===== config.mk =====
export PLATFORM = sky130hd
export DESIGN_NAME = lbc_cell
export DESIGN_NICKNAME = d
export VERILOG_FILES = /design/src/sv/lbc_pkg.sv /design/src/sv/lbc_cell.sv
export SDC_FILE = /design/constraint.sdc
export NUM_CORES = 1
export LEC_CHECK = 0
export BUFFER_PORTS_ARGS = -buffer_cell sky130_fd_sc_hd__buf_2
export CAP_MARGIN = 20
export CORE_AREA = 4 4 160 162
export CTS_BUF_LIST = sky130_fd_sc_hd__clkbuf_8
export DETAILED_ROUTE_END_ITERATION = 16
export DIE_AREA = 0 0 164 166
export HOLD_SLACK_MARGIN = 0.02
export SETUP_SLACK_MARGIN = 0.4
export SYNTH_ARGS = -nofsm -noshare
export SYNTH_HDL_FRONTEND = slang
export SYNTH_SLANG_ARGS = --single-unit

===== constraint.sdc =====
create_clock -name clk -period 2.3 [get_ports clk]
set_input_delay 0.345 -clock clk [delete_from_list [all_inputs] [get_ports clk]]
set_output_delay 0.345 -clock clk [all_outputs]
set_load 0.05 [all_outputs]

===== src/sv/lbc_pkg.sv =====
// Shared types and codes for the LRU block buffer cache.
// No dependencies; used by the cell, the top level and the testbench.
`default_nettype none
package lbc_pkg;

  // Widest slot index and reference count over the supported parameter range.
  localparam int MAX_POS_W = 6;
  localparam int MAX_REF_W = 16;

  localparam int DEF_NUM_SLOTS = 32;
  localparam int DEF_REF_BITS  = 8;

  localparam logic FUNC_ACQUIRE = 1'b0;
  localparam logic FUNC_RELEASE = 1'b1;

  localparam logic [1:0] ST_OK      = 2'd0;
  localparam logic [1:0] ST_NO_FREE = 2'd1;
  localparam logic [1:0] ST_UNHELD  = 2'd2;
  localparam logic [1:0] ST_FULL    = 2'd3;

  // Contents of one slot.
  typedef struct packed {
    logic [MAX_POS_W-1:0] slot;
    logic [7:0]           dev;
    logic [31:0]          blk;
    logic [MAX_REF_W-1:0] refs;
    logic                 valid;
  } ent_t;

  // Lookup key broadcast to every cell.
  typedef struct packed {
    logic                 func;
    logic [7:0]           dev;
    logic [31:0]          blk;
    logic [MAX_POS_W-1:0] slot;
  } req_t;

  // Search token handed from cell to cell, most recent first.
  typedef struct packed {
    logic                 cv;
    logic                 found;
    logic [MAX_POS_W-1:0] pos;
    ent_t                 ent;
    logic                 free_found;
    logic [MAX_POS_W-1:0] free_pos;
    logic [MAX_POS_W-1:0] free_slot;
  } carry_t;

  // Update applied to the chain at the end of a search.
  typedef struct packed {
    logic                 wr;
    logic                 shift;
    logic [MAX_POS_W-1:0] pos;
    ent_t                 ent;
  } cmd_t;

endpackage
`default_nettype wire


===== src/sv/lbc_cell.sv =====
// One recency position of the cache: holds a slot, checks the passing token.
// Depends on lbc_pkg.
`default_nettype none
module lbc_cell #(
  parameter int NUM_SLOTS = lbc_pkg::DEF_NUM_SLOTS,
  parameter int POS       = 0
) (
  input  wire logic           clk,
  input  wire logic           rst_n,
  input  wire lbc_pkg::req_t   req,
  input  wire lbc_pkg::cmd_t   cmd,
  input  wire lbc_pkg::ent_t   prev_ent,
  input  wire lbc_pkg::carry_t carry_in,
  output lbc_pkg::ent_t        ent_o,
  output lbc_pkg::carry_t      carry_o
);
  localparam logic [lbc_pkg::MAX_POS_W-1:0] MY_POS = lbc_pkg::MAX_POS_W'(POS);
  localparam logic [lbc_pkg::MAX_POS_W-1:0] RST_SLOT =
    lbc_pkg::MAX_POS_W'(NUM_SLOTS - 1 - POS);

  lbc_pkg::ent_t   ent_r, ent_nxt;
  lbc_pkg::carry_t carry_r, carry_nxt;
  logic            match;

  always_comb begin
    if (req.func == lbc_pkg::FUNC_ACQUIRE) begin
      match = (ent_r.dev == req.dev) && (ent_r.blk == req.blk);
    end else begin
      match = (ent_r.slot == req.slot);
    end
  end

  always_comb begin
    carry_nxt = carry_in;
    if (carry_in.cv) begin
      if (!carry_in.found && match) begin
        carry_nxt.found = 1'b1;
        carry_nxt.pos   = MY_POS;
        carry_nxt.ent   = ent_r;
      end
      // later cells are less recent, so the last free one wins
      if (ent_r.refs == '0) begin
        carry_nxt.free_found = 1'b1;
        carry_nxt.free_pos   = MY_POS;
        carry_nxt.free_slot  = ent_r.slot;
      end
    end
  end

  always_comb begin
    ent_nxt = ent_r;
    if (cmd.shift && (MY_POS <= cmd.pos)) begin
      ent_nxt = prev_ent;
    end else if (cmd.wr && (cmd.pos == MY_POS)) begin
      ent_nxt.dev   = cmd.ent.dev;
      ent_nxt.blk   = cmd.ent.blk;
      ent_nxt.refs  = cmd.ent.refs;
      ent_nxt.valid = cmd.ent.valid;
    end
  end

  always_ff @(posedge clk) begin
    if (!rst_n) begin
      ent_r      <= '{slot: RST_SLOT, dev: '0, blk: '0, refs: '0, valid: 1'b0};
      carry_r.cv <= 1'b0;
    end else begin
      ent_r   <= ent_nxt;
      carry_r <= carry_nxt;
    end
  end

  assign ent_o   = ent_r;
  assign carry_o = carry_r;
endmodule
`default_nettype wire


== Word level (Yosys, flattened, before mapping) ==
Index checks and enable logic that the tools add are counted.
Widths: inputs -> output; s select.

* Flip-flop bits (word level): 147
* Latch bits: 0
* Memory bits (writable): 0
* Memory bits (read-only): 0
* Input bits: 267
* Output and inout port bits: 147
* Memories: 0

* Add/sub/neg operators: 0
* $mul: 0
* Div/mod/pow operators: 0
* $lt $le $gt $ge: 1
* Equal/unequal tests: 3
* Shift operators: 0
* Multiplexer cells: 6
* Bitwise gates (word level): 0
* Reduce and logical (&&, ||, !) cells: 8

{| class="wikitable"
|+ Operators with widths
! cell !! number
|-
| $mux 57 || 2
|-
| $mux 83 || 1
|-
| $mux 70 || 1
|-
| $eq 32x32->1 || 1
|-
| $logic_not 16->1 || 1
|-
| $mux 13 || 1
|-
| $eq 8x8->1 || 1
|-
| $eq 6x6->1 || 1
|-
| $le 1x6->1 const A || 1
|-
| $logic_not 6->1 || 1
|-
| $logic_and 1x1->1 || 4
|-
| $reduce_bool 2->1 || 1
|-
| $logic_not 1->1 || 1
|-
| $mux 1 || 1
|}

== Longest topological paths before layout ==
* Depth in word-level cells: 6
* Gate-level depth with buffers: 8
* Gate-level depth less buffers: 6

== Worst setup path after synthesis ==
Ideal clock, no wire load.

* Kind: register to register
* Start point: reg ent_r (netlist bit ent_o[23])
* End point: reg carry_r (netlist bit carry_o[72]), data pin
* Data arrival time: 2.226 ns
* Data required time: 2.040 ns
* Setup slack: -0.186 ns
* Cell stages (with the launch flop): 9
* Path buffers: 2
* Cell sequence: dfxtp_1 xor2_1 nor4_1 nand4_1 o31ai_2 nand3b_1 buf_4 buf_6 mux2_4

{| class="wikitable"
|+ RTL lines
! element !! line !! source
|-
| from (decl) || lbc_cell.sv:21 || <nowiki>lbc_pkg::ent_t ent_r, ent_nxt;</nowiki>
|-
| from (signal assigned) || lbc_cell.sv:64 || <nowiki>ent_r <= '{slot: RST_SLOT, dev: '0, blk: '0, refs: '0, valid: 1'b0};</nowiki>
|-
| from (signal assigned) || lbc_cell.sv:67 || <nowiki>ent_r <= ent_nxt;</nowiki>
|-
| to (signal assigned) || lbc_cell.sv:68 || <nowiki>carry_r <= carry_nxt;</nowiki>
|-
| to (decl) || lbc_cell.sv:22 || <nowiki>lbc_pkg::carry_t carry_r, carry_nxt;</nowiki>
|}

==> reports/qor.yml <==
syn_inst: 522
finalWorstSetupSlack_ns: -0.139
htreeDepth: 4
worstSkewPairLatency_ns: 0.44
drv_cap: 0
hold_viol: 0
fmax_mhz: 410
nets: 1237
hold_depth: 3
dr.first_iter.drc_count: 246
place_ws_ns: -0.416
cts_tree: "built"
final_core_util_pct: 43.3
stdcell_count: 1308
wl_per_cell_um: 19.3
num_io_pins: 414
syn-num-nets: 789
irDropWorstVdd_mv: 0.258
avgSynthCellArea_um2: 13.1
clk_pin_slew_worst_paths_ns: 0.09
end_kind: "flip-flop"
final_cell_mix: "buf_2, edfxtp_1, mux2i_1"
drtAntennaViolNets: 0
cp_data_arrival_time_ns: 2.63
dpl_cell_area_um2: 9730
grt_pass1_vias: 6101
critical_path.max_fanout: 10
routed_wl_um: 25300
coreArea_um2: 24100
start_util_pct: 28.4
powerDensity_nw_per_um2: 636
holdWs_ns: 0.132
hold_end: "ent_o[57]$_SDFFE_PN1P_"
antenna_found_initial: 1
final_common_cell: "buf_2"
grt_use_total_pct: 17.6
final_max_slew_viol_count: 0
skew_ns: 0.0186
stdcell_area_um2: 10400
cts_root_buf: "clkbuf_8"
min-delay-start: "prev_ent[57]"
reg2reg_setup_slack_ns: -0.14
grt_first_pass_wirelength_um: 36200
r2r-start: "ent_o[23]$_SDFFE_PN0P_"
synth.cell_area_um2: 6840
drive_above_1_share_pct: 64.5
dieHeight_um: 166
status: "finished, violations left"
setup_viol: 63
postCtsHoldBufs: 0
cts.sinks: 147
tightest_slew_ns: 0.471
drc: 0
rsz0062_at_grt: "yes"
cts_buffers: 17
violations: "negative setup slack"
overflow: 0
reg2regPathDepth: 8
die_x_um: 164
die_area_um2: 27200
period_needed_ns: 2.44
gp_congestion: 0.734
hold_class: "in -> reg"
worstSetupPathType: "reg -> reg"
p_total_mw: 6.64
vias: 5806
ys_ff_latch: 147
synthToLayoutAreaGrowth_pct: 52.8
placementRows: 57
post-route-period-util_pct: 106
dp_hpwl_um: 19200
drt-vias-per-instance: 4.44
grt_max_degree: 65
worstPathRequired_ns: 2.49
critPathLaunchType: "flip-flop"
synth_cell_types: 28
firstDrtPassIters: 4
yosysWarnings: 0
dpl.cell_count: 1260
setup_tns_ns: -6.87
power.leakage_nw: 5.36
clockBufferDepth: 2
r2r-end: "carry_o[72]$_DFFE_PP_"
synth.yosys.seq_area_share_pct: 55.2
maxSlewHeadroom_pct: 68.5
place.port_buffers: 407
[worst max path at each step]
stage / start / to / slack (ns) / cells after the start
2_1_floorplan: ent_o[51]$_SDFFE_PN0P_ / carry_o[72]$_DFFE_PP_ / 0.07 / 8
3_3_place_gp: req[40] / carry_o[75]$_DFFE_PP_ / -0.38 / 9
3_5_place_dp: req[15] / carry_o[75]$_DFFE_PP_ / -0.42 / 8
4_1_cts: ent_o[57]$_SDFFE_PN1P_ / carry_o[72]$_DFFE_PP_ / -0.11 / 9
5_1_grt: ent_o[23]$_SDFFE_PN0P_ / carry_o[72]$_DFFE_PP_ / -0.20 / 8
6_report: ent_o[23]$_SDFFE_PN0P_ / carry_o[72]$_DFFE_PP_ / -0.14 / 8
[cells in the mapped netlist, drive strengths merged]
cell type / count / area share [%]
nor4b: 2 / 0.26
nand4: 3 / 0.27
nor3: 3 / 0.22
nand3: 2 / 0.15
and2: 7 / 0.64
or4: 2 / 0.22
o211a: 57 / 8.3
edfxtp: 83 / 36
nand3b: 1 / 0.11
xor2: 43 / 5.5
nor2: 1 / 0.055
mux2: 69 / 12
o31ai: 1 / 0.18
or2: 1 / 0.092
nand2: 62 / 3.4
nor4: 11 / 1.1
buf: 14 / 1.0
nor2b: 7 / 0.64
clkbuf: 21 / 1.2
mux2i: 63 / 9.2
a21o: 2 / 0.22
xnor2: 3 / 0.38
dfxtp: 64 / 19
[sequential cells by signal, indices dropped and copies added (netlist names)]
register,cells
ent_o,63
carry_o,84
[report_power, final]
part	internal (mW)	total, mW	switching (mW)	leakage, nW
Sequential	2.95	3.06	0.112	1.37
Clock	0.863	1.96	1.10	0.177
Combinational	0.582	1.62	1.04	3.82
Total	4.40	6.64	2.25	5.36
[critical path: stages (launching register included)]
cell	delay (ns)
dfxtp_4	0.35
xor2_1	0.17
nor4_2	0.33
nand4_1	0.24
o31ai_4	0.31
nand3b_1	0.14
buf_6	0.19
buf_12	0.16
mux2_4	0.29
[logic make-up (layout without fill, tap and decap cells)]
logic type | Yosys count | in the layout | synth area share (%)
flops | 147 | 147 | 55.2
mux | 132 | 132 | 20.8
simple gates | 102 | 102 | 7.16
compound gates | 60 | 60 | 8.75
xor+xnor | 46 | 46 | 5.89
buf+inv | 35 | 496 | 2.20
other cells | 0 | 1 | 0
[repair_timing]
item | in CTS | in global routing
gates resized for setup | 23 | 3
setup buffers | 6 | 4
endpoints found under the setup margin | 75 | 75
cloned | 2 | 3
pin swaps | 10 | 8
[cell type report]
type                            instances  area [µm²]
Clock inverter                         15         134
Timing Repair Buffer                  464        2670
Fill cell                            2382       13700
Sequential cell                       147        3920
Antenna cell                            1        2.50
Multi-Input combinational cell        340        3080
Tap cell                              324         405
Clock buffer                           17         234
[routing by layer]
metal	vias to the layer above	GRT usage, %	share of wire [%]
li1	2837	-	-
met1	2693	21.9	42
met2	263	30.6	49
met3	13	4.64	7.7
met4	0	4.12	1.0
met5	-	0	0
Power figures use the tool's default switching activity.
